==> src/token_bucket_tx_shaper_core_defines.svh <==
// Assertion macros shared by the shaper RTL.
`ifndef TOKEN_BUCKET_TX_SHAPER_CORE_DEFINES_SVH
`define TOKEN_BUCKET_TX_SHAPER_CORE_DEFINES_SVH

// same-cycle implication
`define TBS_ASSERT_SAME(lbl, clk, rst, ante, cons, msg) \
   lbl: assert property (@(posedge clk) disable iff (rst) (ante) |-> (cons)) else $error(msg);

// next-cycle implication
`define TBS_ASSERT_NEXT(lbl, clk, rst, ante, cons, msg) \
   lbl: assert property (@(posedge clk) disable iff (rst) (ante) |=> (cons)) else $error(msg);

`endif

==> src/tbs_pkg.sv <==
package tbs_pkg;

   localparam int CAP_W      = 24;
   localparam int RATE_W     = 34;
   localparam int FRAME_W    = 16;
   localparam int TIME_W     = 64;
   localparam int WAIT_W     = 29;
   localparam int CSR_IDX_W  = 2;
   localparam int CSR_DATA_W = 34;

   localparam int CHUNK_W      = 16;
   localparam int NCHUNK       = 3;
   localparam int ELAP_W       = CHUNK_W * NCHUNK;
   localparam int ELAP_SAT_BIT = 47;
   localparam int PROD_W       = RATE_W + CHUNK_W;
   localparam int ACC_W        = RATE_W + ELAP_W;
   localparam int QUO_W        = WAIT_W;
   localparam int SUM_W        = QUO_W + 1;
   localparam int MCNT_W       = $clog2(NCHUNK + 1);

   localparam logic [MCNT_W-1:0]     MUL_LAST     = MCNT_W'(NCHUNK);
   localparam logic [CAP_W-1:0]      CAP_RESET    = 24'd3072;
   localparam logic [RATE_W-1:0]     RATE_RESET   = 34'd100000000;
   localparam logic [RATE_W-1:0]     BIT_US_SCALE = 34'd8000000;
   localparam logic [WAIT_W-1:0]     WAIT_MAX     = '1;

   localparam logic [CSR_IDX_W-1:0] CSR_CAPACITY = 2'd0;
   localparam logic [CSR_IDX_W-1:0] CSR_RATE     = 2'd1;

   typedef struct packed {
      logic [FRAME_W-1:0] frame_bytes;
      logic [TIME_W-1:0]  now_us;
   } req_type;

   typedef struct packed {
      logic              ready_res;
      logic [WAIT_W-1:0] wait_us;
   } rsp_type;

   typedef struct packed {
      logic done;
      logic sat;
   } div_stat_type;

   typedef enum logic [2:0] {
      ST_IDLE,
      ST_MUL,
      ST_START,
      ST_DIV,
      ST_DEBIT,
      ST_DONE
   } state_type;

   typedef enum logic {
      MODE_REFILL,
      MODE_WAIT
   } mode_type;

endpackage

==> src/tbs_div.sv <==
module tbs_div #(
   parameter int NUM_W = tbs_pkg::ACC_W,
   parameter int DEN_W = tbs_pkg::RATE_W,
   parameter int QUO_W = tbs_pkg::QUO_W
) (
   input  logic                 clock,
   input  logic                 reset,
   input  logic                 start,
   input  logic [NUM_W-1:0]     num,
   input  logic [DEN_W-1:0]     den,
   output logic [QUO_W-1:0]     quo,
   output tbs_pkg::div_stat_type stat
);

   localparam int CNT_W = $clog2(QUO_W + 1);
   localparam int HI_W  = NUM_W - QUO_W;

   logic             busy_ff, busy_in;
   logic             done_ff, done_in;
   logic             sat_ff, sat_in;
   logic [CNT_W-1:0] cnt_ff, cnt_in;
   logic [DEN_W-1:0] rem_ff, rem_in;
   logic [DEN_W-1:0] den_ff, den_in;
   logic [QUO_W-1:0] low_ff, low_in;
   logic [QUO_W-1:0] quo_ff, quo_in;

   logic [HI_W-1:0]  hi;
   logic [DEN_W:0]   trial;
   logic [DEN_W:0]   diff;
   logic             fits;

   assign hi    = num[NUM_W-1:QUO_W];
   assign trial = {rem_ff, low_ff[QUO_W-1]};
   assign diff  = trial - {1'b0, den_ff};
   assign fits  = trial >= {1'b0, den_ff};

   always_comb begin
      busy_in = busy_ff;
      done_in = 1'b0;
      sat_in  = sat_ff;
      cnt_in  = cnt_ff;
      rem_in  = rem_ff;
      den_in  = den_ff;
      low_in  = low_ff;
      quo_in  = quo_ff;
      if (start) begin
         den_in = den;
         quo_in = '0;
         if (hi >= {{(HI_W - DEN_W){1'b0}}, den}) begin
            sat_in  = 1'b1;
            done_in = 1'b1;
            busy_in = 1'b0;
         end else begin
            sat_in  = 1'b0;
            rem_in  = hi[DEN_W-1:0];
            low_in  = num[QUO_W-1:0];
            cnt_in  = CNT_W'(QUO_W);
            busy_in = 1'b1;
         end
      end else if (busy_ff) begin
         rem_in = fits ? diff[DEN_W-1:0] : trial[DEN_W-1:0];
         quo_in = {quo_ff[QUO_W-2:0], fits};
         low_in = low_ff << 1;
         cnt_in = cnt_ff - CNT_W'(1);
         if (cnt_ff == CNT_W'(1)) begin
            busy_in = 1'b0;
            done_in = 1'b1;
         end
      end
   end

   always_ff @(posedge clock) begin
      if (reset) begin
         busy_ff <= 1'b0;
         done_ff <= 1'b0;
         sat_ff  <= 1'b0;
         cnt_ff  <= '0;
      end else begin
         busy_ff <= busy_in;
         done_ff <= done_in;
         sat_ff  <= sat_in;
         cnt_ff  <= cnt_in;
      end
   end

   always_ff @(posedge clock) begin
      rem_ff <= rem_in;
      den_ff <= den_in;
      low_ff <= low_in;
      quo_ff <= quo_in;
   end

   assign quo       = quo_ff;
   assign stat.done = done_ff;
   assign stat.sat  = sat_ff;

endmodule

==> src/token_bucket_tx_shaper_core.sv <==
// Sequence: an accepted word goes from ST_DEBIT to ST_DONE when no refill math is needed and
// the frame fits; otherwise the refill and the wait each go through ST_MUL, the iterative
// 34x16 multiplier, and then ST_START and ST_DIV, the 29-step shared restoring divider.
// Handshake: req_stall is high from accept until the result
// is in the output register, which frees the input while rsp waits.
// Reset: capacity 3072, rate 100000000, bucket full, clock not started.
`include "token_bucket_tx_shaper_core_defines.svh"

module token_bucket_tx_shaper_core (
   input  logic                               clock,
   input  logic                               reset,
   input  logic                               req_valid,
   output logic                               req_stall,
   input  tbs_pkg::req_type                   req_data,
   output logic                               rsp_valid,
   input  logic                               rsp_stall,
   output tbs_pkg::rsp_type                   rsp_data,
   input  logic                               csr_wr_en,
   input  logic [tbs_pkg::CSR_IDX_W-1:0]      csr_index,
   input  logic [tbs_pkg::CSR_DATA_W-1:0]     csr_wdata
);

   tbs_pkg::state_type state_ff, state_in;
   tbs_pkg::mode_type  mode_ff, mode_in;

   logic [tbs_pkg::CAP_W-1:0]   cap_ff, cap_in;
   logic [tbs_pkg::RATE_W-1:0]  rate_ff, rate_in;
   logic [tbs_pkg::CAP_W-1:0]   token_ff, token_in;
   logic [tbs_pkg::TIME_W-1:0]  last_ff, last_in;
   logic [tbs_pkg::FRAME_W-1:0] frame_ff, frame_in;
   logic [tbs_pkg::MCNT_W-1:0]  mcnt_ff, mcnt_in;
   logic [tbs_pkg::RATE_W-1:0]  a_ff, a_in;
   logic [tbs_pkg::ELAP_W-1:0]  b_ff, b_in;
   logic [tbs_pkg::PROD_W-1:0]  prod_ff, prod_in;
   logic [tbs_pkg::ACC_W-1:0]   acc_ff, acc_in;
   logic                        ready_ff, ready_in;
   logic [tbs_pkg::WAIT_W-1:0]  wait_ff, wait_in;
   logic                        rsp_valid_ff, rsp_valid_in;
   tbs_pkg::rsp_type            rsp_data_ff, rsp_data_in;

   logic                        accept;
   logic                        later;
   logic [tbs_pkg::TIME_W-1:0]  elapsed;
   logic [tbs_pkg::SUM_W-1:0]   refill_sum;
   logic [tbs_pkg::FRAME_W-1:0] deficit;
   logic                        div_start;
   logic [tbs_pkg::RATE_W-1:0]  div_den;
   logic [tbs_pkg::QUO_W-1:0]   div_quo;
   tbs_pkg::div_stat_type       div_stat;

   assign req_stall  = (state_ff != tbs_pkg::ST_IDLE);
   assign accept     = req_valid && !req_stall;
   assign elapsed    = req_data.now_us - last_ff;
   assign later      = req_data.now_us > last_ff;
   assign refill_sum = tbs_pkg::SUM_W'(token_ff) + tbs_pkg::SUM_W'(div_quo);
   assign deficit    = frame_ff - token_ff[tbs_pkg::FRAME_W-1:0];
   assign div_den    = (mode_ff == tbs_pkg::MODE_REFILL) ? tbs_pkg::BIT_US_SCALE : rate_ff;

   tbs_div #(
      .NUM_W(tbs_pkg::ACC_W),
      .DEN_W(tbs_pkg::RATE_W),
      .QUO_W(tbs_pkg::QUO_W)
   ) u_div (
      .clock(clock),
      .reset(reset),
      .start(div_start),
      .num  (acc_ff),
      .den  (div_den),
      .quo  (div_quo),
      .stat (div_stat)
   );

   always_comb begin
      state_in     = state_ff;
      mode_in      = mode_ff;
      cap_in       = cap_ff;
      rate_in      = rate_ff;
      token_in     = token_ff;
      last_in      = last_ff;
      frame_in     = frame_ff;
      mcnt_in      = mcnt_ff;
      a_in         = a_ff;
      b_in         = b_ff;
      prod_in      = prod_ff;
      acc_in       = acc_ff;
      ready_in     = ready_ff;
      wait_in      = wait_ff;
      rsp_valid_in = rsp_valid_ff && rsp_stall;
      rsp_data_in  = rsp_data_ff;
      div_start    = 1'b0;

      unique case (state_ff)
         tbs_pkg::ST_IDLE: begin
            if (accept) begin
               frame_in = req_data.frame_bytes;
               last_in  = req_data.now_us;
               state_in = tbs_pkg::ST_DEBIT;
               if (last_ff != '0 && later && rate_ff != '0) begin
                  if (elapsed[tbs_pkg::TIME_W-1:tbs_pkg::ELAP_SAT_BIT] != '0) begin
                     token_in = cap_ff;
                  end else begin
                     a_in     = rate_ff;
                     b_in     = elapsed[tbs_pkg::ELAP_W-1:0];
                     mode_in  = tbs_pkg::MODE_REFILL;
                     mcnt_in  = '0;
                     state_in = tbs_pkg::ST_MUL;
                  end
               end
            end
         end
         tbs_pkg::ST_MUL: begin
            prod_in = a_ff * b_ff[tbs_pkg::ELAP_W-1 -: tbs_pkg::CHUNK_W];
            b_in    = b_ff << tbs_pkg::CHUNK_W;
            acc_in  = (mcnt_ff == '0) ? '0
                    : (acc_ff << tbs_pkg::CHUNK_W) + tbs_pkg::ACC_W'(prod_ff);
            mcnt_in = mcnt_ff + tbs_pkg::MCNT_W'(1);
            if (mcnt_ff == tbs_pkg::MUL_LAST) begin
               state_in = tbs_pkg::ST_START;
            end
         end
         tbs_pkg::ST_START: begin
            div_start = 1'b1;
            state_in  = tbs_pkg::ST_DIV;
         end
         tbs_pkg::ST_DIV: begin
            if (div_stat.done) begin
               if (mode_ff == tbs_pkg::MODE_REFILL) begin
                  if (div_stat.sat || refill_sum > tbs_pkg::SUM_W'(cap_ff)) begin
                     token_in = cap_ff;
                  end else begin
                     token_in = refill_sum[tbs_pkg::CAP_W-1:0];
                  end
                  state_in = tbs_pkg::ST_DEBIT;
               end else begin
                  if (div_stat.sat) begin
                     wait_in  = tbs_pkg::WAIT_MAX;
                     ready_in = 1'b0;
                  end else begin
                     wait_in  = div_quo;
                     ready_in = (div_quo == '0);
                     if (div_quo == '0) begin
                        token_in = '0;
                     end
                  end
                  state_in = tbs_pkg::ST_DONE;
               end
            end
         end
         tbs_pkg::ST_DEBIT: begin
            if (tbs_pkg::CAP_W'(frame_ff) <= token_ff) begin
               token_in = token_ff - tbs_pkg::CAP_W'(frame_ff);
               ready_in = 1'b1;
               wait_in  = '0;
               state_in = tbs_pkg::ST_DONE;
            end else begin
               a_in     = tbs_pkg::BIT_US_SCALE;
               b_in     = tbs_pkg::ELAP_W'(deficit);
               mode_in  = tbs_pkg::MODE_WAIT;
               mcnt_in  = '0;
               state_in = tbs_pkg::ST_MUL;
            end
         end
         tbs_pkg::ST_DONE: begin
            if (!rsp_valid_ff || !rsp_stall) begin
               rsp_valid_in          = 1'b1;
               rsp_data_in.ready_res = ready_ff;
               rsp_data_in.wait_us   = wait_ff;
               state_in              = tbs_pkg::ST_IDLE;
            end
         end
         default: begin
            state_in = tbs_pkg::ST_IDLE;
         end
      endcase

      if (csr_wr_en) begin
         priority if (csr_index == tbs_pkg::CSR_CAPACITY) begin
            cap_in   = csr_wdata[tbs_pkg::CAP_W-1:0];
            token_in = csr_wdata[tbs_pkg::CAP_W-1:0];
            last_in  = '0;
         end else if (csr_index == tbs_pkg::CSR_RATE) begin
            rate_in  = csr_wdata[tbs_pkg::RATE_W-1:0];
            token_in = cap_ff;
            last_in  = '0;
         end else begin
            cap_in = cap_ff;
         end
      end
   end

   always_ff @(posedge clock) begin
      if (reset) begin
         state_ff     <= tbs_pkg::ST_IDLE;
         mode_ff      <= tbs_pkg::MODE_REFILL;
         cap_ff       <= tbs_pkg::CAP_RESET;
         rate_ff      <= tbs_pkg::RATE_RESET;
         token_ff     <= tbs_pkg::CAP_RESET;
         last_ff      <= '0;
         mcnt_ff      <= '0;
         rsp_valid_ff <= 1'b0;
      end else begin
         state_ff     <= state_in;
         mode_ff      <= mode_in;
         cap_ff       <= cap_in;
         rate_ff      <= rate_in;
         token_ff     <= token_in;
         last_ff      <= last_in;
         mcnt_ff      <= mcnt_in;
         rsp_valid_ff <= rsp_valid_in;
      end
   end

   always_ff @(posedge clock) begin
      frame_ff    <= frame_in;
      a_ff        <= a_in;
      b_ff        <= b_in;
      prod_ff     <= prod_in;
      acc_ff      <= acc_in;
      ready_ff    <= ready_in;
      wait_ff     <= wait_in;
      rsp_data_ff <= rsp_data_in;
   end

   assign rsp_valid = rsp_valid_ff;
   assign rsp_data  = rsp_data_ff;

   `TBS_ASSERT_SAME(a_token_le_cap, clock, reset, 1'b1, token_ff <= cap_ff, "token count above capacity")
   `TBS_ASSERT_SAME(a_grant_no_wait, clock, reset, rsp_valid_ff && rsp_data_ff.ready_res, rsp_data_ff.wait_us == '0, "granted word carries a wait")
   `TBS_ASSERT_SAME(a_div_done_state, clock, reset, div_stat.done, state_ff == tbs_pkg::ST_DIV, "divider finished outside divide state")
   `TBS_ASSERT_NEXT(a_accept_leaves_idle, clock, reset, accept, state_ff != tbs_pkg::ST_IDLE, "accepted word left sequencer idle")

endmodule
==> config.mk <==
export PLATFORM = sky130hd
export DESIGN_NAME = token_bucket_tx_shaper_core
export DESIGN_NICKNAME = d
export VERILOG_FILES = /design/src/tbs_pkg.sv /design/src/tbs_div.sv /design/src/token_bucket_tx_shaper_core.sv
export VERILOG_INCLUDE_DIRS = /design/src /design/src/src
export SDC_FILE = /design/constraint.sdc
export NUM_CORES = 2
export LEC_CHECK = 0
export ABC_CLOCK_PERIOD_IN_PS = 13700
export BUFFER_PORTS_ARGS = -buffer_cell sky130_fd_sc_hd__buf_2
export CORE_ASPECT_RATIO = 0.8
export CORE_MARGIN = 2
export CORE_UTILIZATION = 43
export CTS_BUF_LIST = sky130_fd_sc_hd__clkbuf_2
export DETAILED_ROUTE_END_ITERATION = 7
export HOLD_SLACK_MARGIN = 0.06
export MAX_ROUTING_LAYER = met4
export PLACE_DENSITY_LB_ADDON = 0.1
export SLEW_MARGIN = 20
export SYNTH_ARGS = -nofsm -noshare
export SYNTH_HDL_FRONTEND = slang
export SYNTH_HIERARCHICAL = 1
export SYNTH_SLANG_ARGS = --single-unit
==> constraint.sdc <==
create_clock -name clock -period 13.7 [get_ports clock]
set_clock_uncertainty 0.05 [all_clocks]
set_input_delay 1.37 -clock clock [delete_from_list [all_inputs] [get_ports clock]]
set_output_delay 1.37 -clock clock [all_outputs]
set_load 0.005 [all_outputs]
==> impl.org <==
** Routing
- Summed over all layers, the routed wires come to 164000 um.
- After detailed routing, the met3 layer carries 10000 um of wire.
- Post-route ant nets :: 0
- Via/cell ratio :: 5.43
- In the final routed layout, each cell accounts on average for 21.0 um.
- The final route contains roughly 43000 vias.
- Wire segments on met2 add up to slightly above 70000 um in the final route.
- Highest layer used for signal routing :: met4
- DRC violations left :: 0
- Starting DRT DRC Count :: 3211
- The first detailed-routing pass took 5 iterations.
- Routed length on met1 :: approximately 80000 um

** Cells and area
- After routing the design area is around 0.058 mm^2.
- Proportion of layout cells with a drive suffix above 1 :: under 10%
- Filler Cell Count :: 11900
- Area of combinational cells with multiple inputs :: 0.0333 mm^2
- In the layout the commonest cells are 875 x nand2_1, 785 x inv_1, 452 x fa_1.
- Combined flip-flop and latch cell area :: around 0.015 mm^2
- Leaving out fill and tap cells, the most frequent cell in the layout is nand2_1.
- P&R area growth vs syn :: 9.33%
- Post-layout net count :: 7025

** Setup path
- The cell that appears most often on the critical path is fa_1.
- For this run, the slowest stage of the critical path takes 750 ps.
- Cell family contributing the most delay on the critical path :: adder cells
- Type of destination of the critical path :: flip-flop
- STA classifies the critical path startpoint as a flip-flop.
- The critical path contains buffers and inverters numbering 4 combined.
- Data required time at the worst endpoint :: ~15000 ps
- On the critical path, the stage with the largest delay is an instance of edfxtp_1.
- The startpoint identified for the worst register-to-register timing path is a_ff[10].
- Counting cells, the worst reg-to-reg path comes to 24.
- Worst setup path category :: flip-flop to flip-flop
- Max Fanout on Critical Path :: 16
- Setup slack of the worst register-to-register path :: 5360 ps
- Worst path depth :: 24
- Crit path arrival time :: roughly 9400 ps
- Traced cell by cell, the critical path runs through and2_1, fa_1, inv_1, fa_1, inv_1, fa_1, fa_1, inv_1, fa_1, fa_1, inv_1, ha_1, a2111o_1, a2111oi_0, nor3_1, o2111ai_1, a21oi_1, o2111ai_1, a31oi_1, o21a_1, nor2_1, nand2_1, a31oi_1, xnor2_1.
- The worst register-to-register path ends at prod_ff[48].

** Placement
- Routability-driven placement finished with a final weighted congestion of 0.935.
- The placed instances occupy a cell area of 0.0549 mm^2.
- Input and output buffers added on the ports amount to 152.
- Detailed placement ended at an HPWL of 126000 um.

** Clock network
- Setup Fix Bufs, Post-CTS :: 0
- H-Tree Depth :: 4
- In this run the deepest clock path goes through 3 buffers.
- CTS placed an instance of clkbuf_2 at the clock tree root.
- Clock latency on the worst-skew pair :: 1520 ps
- Number of buffers added by the clock tree synthesis step :: ~160
- TritonCTS clock tree :: yes
- Clock transition time at the flip-flop clock pins of the worst setup and hold paths :: 130 ps
- Clock net sink count :: 577

** Floorplanning
- I/O pin cnt :: ~150
- Rows :: 114
- The region available for standard cell placement spans 0.121 mm^2.
- Die X :: 395 um
- For this configuration, the core starts out at a cell density of 43.5%.
- Die Outline Area :: 0.125 mm^2
- Die boundary height :: between 300 and 400 um

** Min path
- Startpoint of the lowest-slack hold path :: wait_ff[21]
- The worst hold path belongs to the class flip-flop to flip-flop.
- For hold timing, the worst endpoint is rsp_data[21].
- Number of cells on the worst hold path :: 0

** Synthesis
- Area contributors post-synth :: edfxtp_1 22%, fa_1 17%, ha_1 8.8%
- Post-synth top area cell :: edfxtp_1
- Number of nets in the synthesized netlist :: 6806
- Share of synthesized flip-flops with an asynchronous set or reset :: 0%
- Number of standard cells after synthesis :: 5862
- Number of distinct library cell variants in the gate-level netlist after synthesis :: 101
- Flip-flop cell with the highest count after synthesis :: edfxtp_1
- Post-synthesis instance area :: 0.0527 mm^2
- Number of enable flip-flop cells after synthesis :: 387
- For this run, the number of Yosys warnings is 6.
- Sequential elements use between 20 and 30% of the synthesized area.
- Post-synthesis sequential element count :: between 500 and 600
- In this run the mean area of a mapped cell was 8.99 um^2.
- After synthesis, the largest area contributor takes up between 20 and 25% of total cell area.

** STA
- The worst path needs 8340 ps of the cycle, external delays included.
- Final hold violation count :: 0
- Period utilisation layout :: around 60%
- At the pin with the least slew margin, the transition time is 1100 ps.
- Pins Over Slew Limit :: 0
- Derived from the worst setup path, the maximum achievable clock frequency is ~0.12 GHz.
- In the final timing run, aggregate negative setup slack is 0 ps.
- RSZ-0062 raised after global routing :: no
- Count of endpoints failing setup in the final report :: 0
- Measured against its own limit, the worst slew margin works out to a little over a quarter.

** GRT
- Entering global routing, the biggest net connects 90 pins.
- Global routing consumed, over all layers together, 27.2% of the routing resources.
- The number of global-route vias before repair came to 42500.
- Wire length of the first global-routing pass :: about 260000 um
- Final global-route overflow total :: 0
- Antenna violations before repair :: 9

** Outcome
- Outcome :: completed

** Job
- Reported max-cap violation count :: 0
[state kept, by name, summed over array words and instances (netlist names), 30 cells and up]
signal / flops
acc_ff: 82
last_ff: 64
prod_ff: 50
b_ff: 48
a_ff: 34
rate_ff: 34
u_div/den_ff: 34
u_div/rem_ff: 34
rsp_data: 30
[worst register-to-register path: cells and delay by family, from the launching register on]
kind	cells	cell delay [ps]
adder cells (fa/ha/maj)	7	3390
AO/OA/AOI/OAI	8	2610
AND/OR/NAND/NOR	4	850
flip-flops	1	750
buffers and inverters	4	230
XOR/XNOR	1	90
[Yosys cell counts (67+ instances only)]
cell and count:
ha_1 371, inv_1 786, xor2_1 95, dfxtp_1 190, nand2b_1 67, o21ai_0 186
xnor2_1 120, a21oi_1 425, clkbuf_1 203, a21o_1 100, fa_1 452, nor2_1 331
and2_1 238, edfxtp_1 387, nand2_1 877
[stage by stage]
step	instances	setup WS [ps]	hold slack, ps	util, %
6_report	7831	5360	330	47.5
5_1_grt	7831	5040	312	47.5
4_1_cts	7825	5500	190	47.5
3_5_place_dp	7427	5620	355	45.3
3_3_place_gp	7427	5840	356	45.3
2_1_floorplan	5862	3230	350	-
[repair_timing]
item	4_1_cts	5_1_grt
hold buffers	119	0
hold endpoints to repair	147	0
resized for setup	0	0
[kinds of logic after synthesis]
family          count (synthesis)  share of synthesized area (%)
flops                         577                           29.3
simple gates                 1935                           17.2
mux                           116                           2.36
buf+inv                      1052                           7.64
fa+ha+maj                     823                           26.0
compound gates               1144                           13.9
xor+xnor                      215                           3.57
[metal layers]
metal / up-vias / track usage [%]
met5: - / -
met4: 0 / 6.68
met3: 146 / 3.97
met2: 1252 / 39.8
met1: 20900 / 39.4
li1: 20200 / -
[cell type report]
type	instances	share of cell area [%]
Tap cell	1624	3.53
Multi-Input combinational cell	4233	57.9
Inverter	788	5.14
Clock inverter	47	0.573
Clock buffer	232	2.02
Timing Repair Buffer	324	4.08
Sequential cell	577	26.8
Antenna cell	6	0.0261
[worst max-delay path by stage]
stage,endpoint,from
global route,prod_ff[48],a_ff[10]
CTS,prod_ff[48],a_ff[10]
floorplan,b_ff[0],req_data[0]
global placement,prod_ff[48],a_ff[8]
finish,prod_ff[48],a_ff[10]
detailed placement,prod_ff[48],a_ff[8]
Power is left out: the tool's default activity adds up to more than one toggle a clock period on the data nets, which glitch-free logic cannot reach.
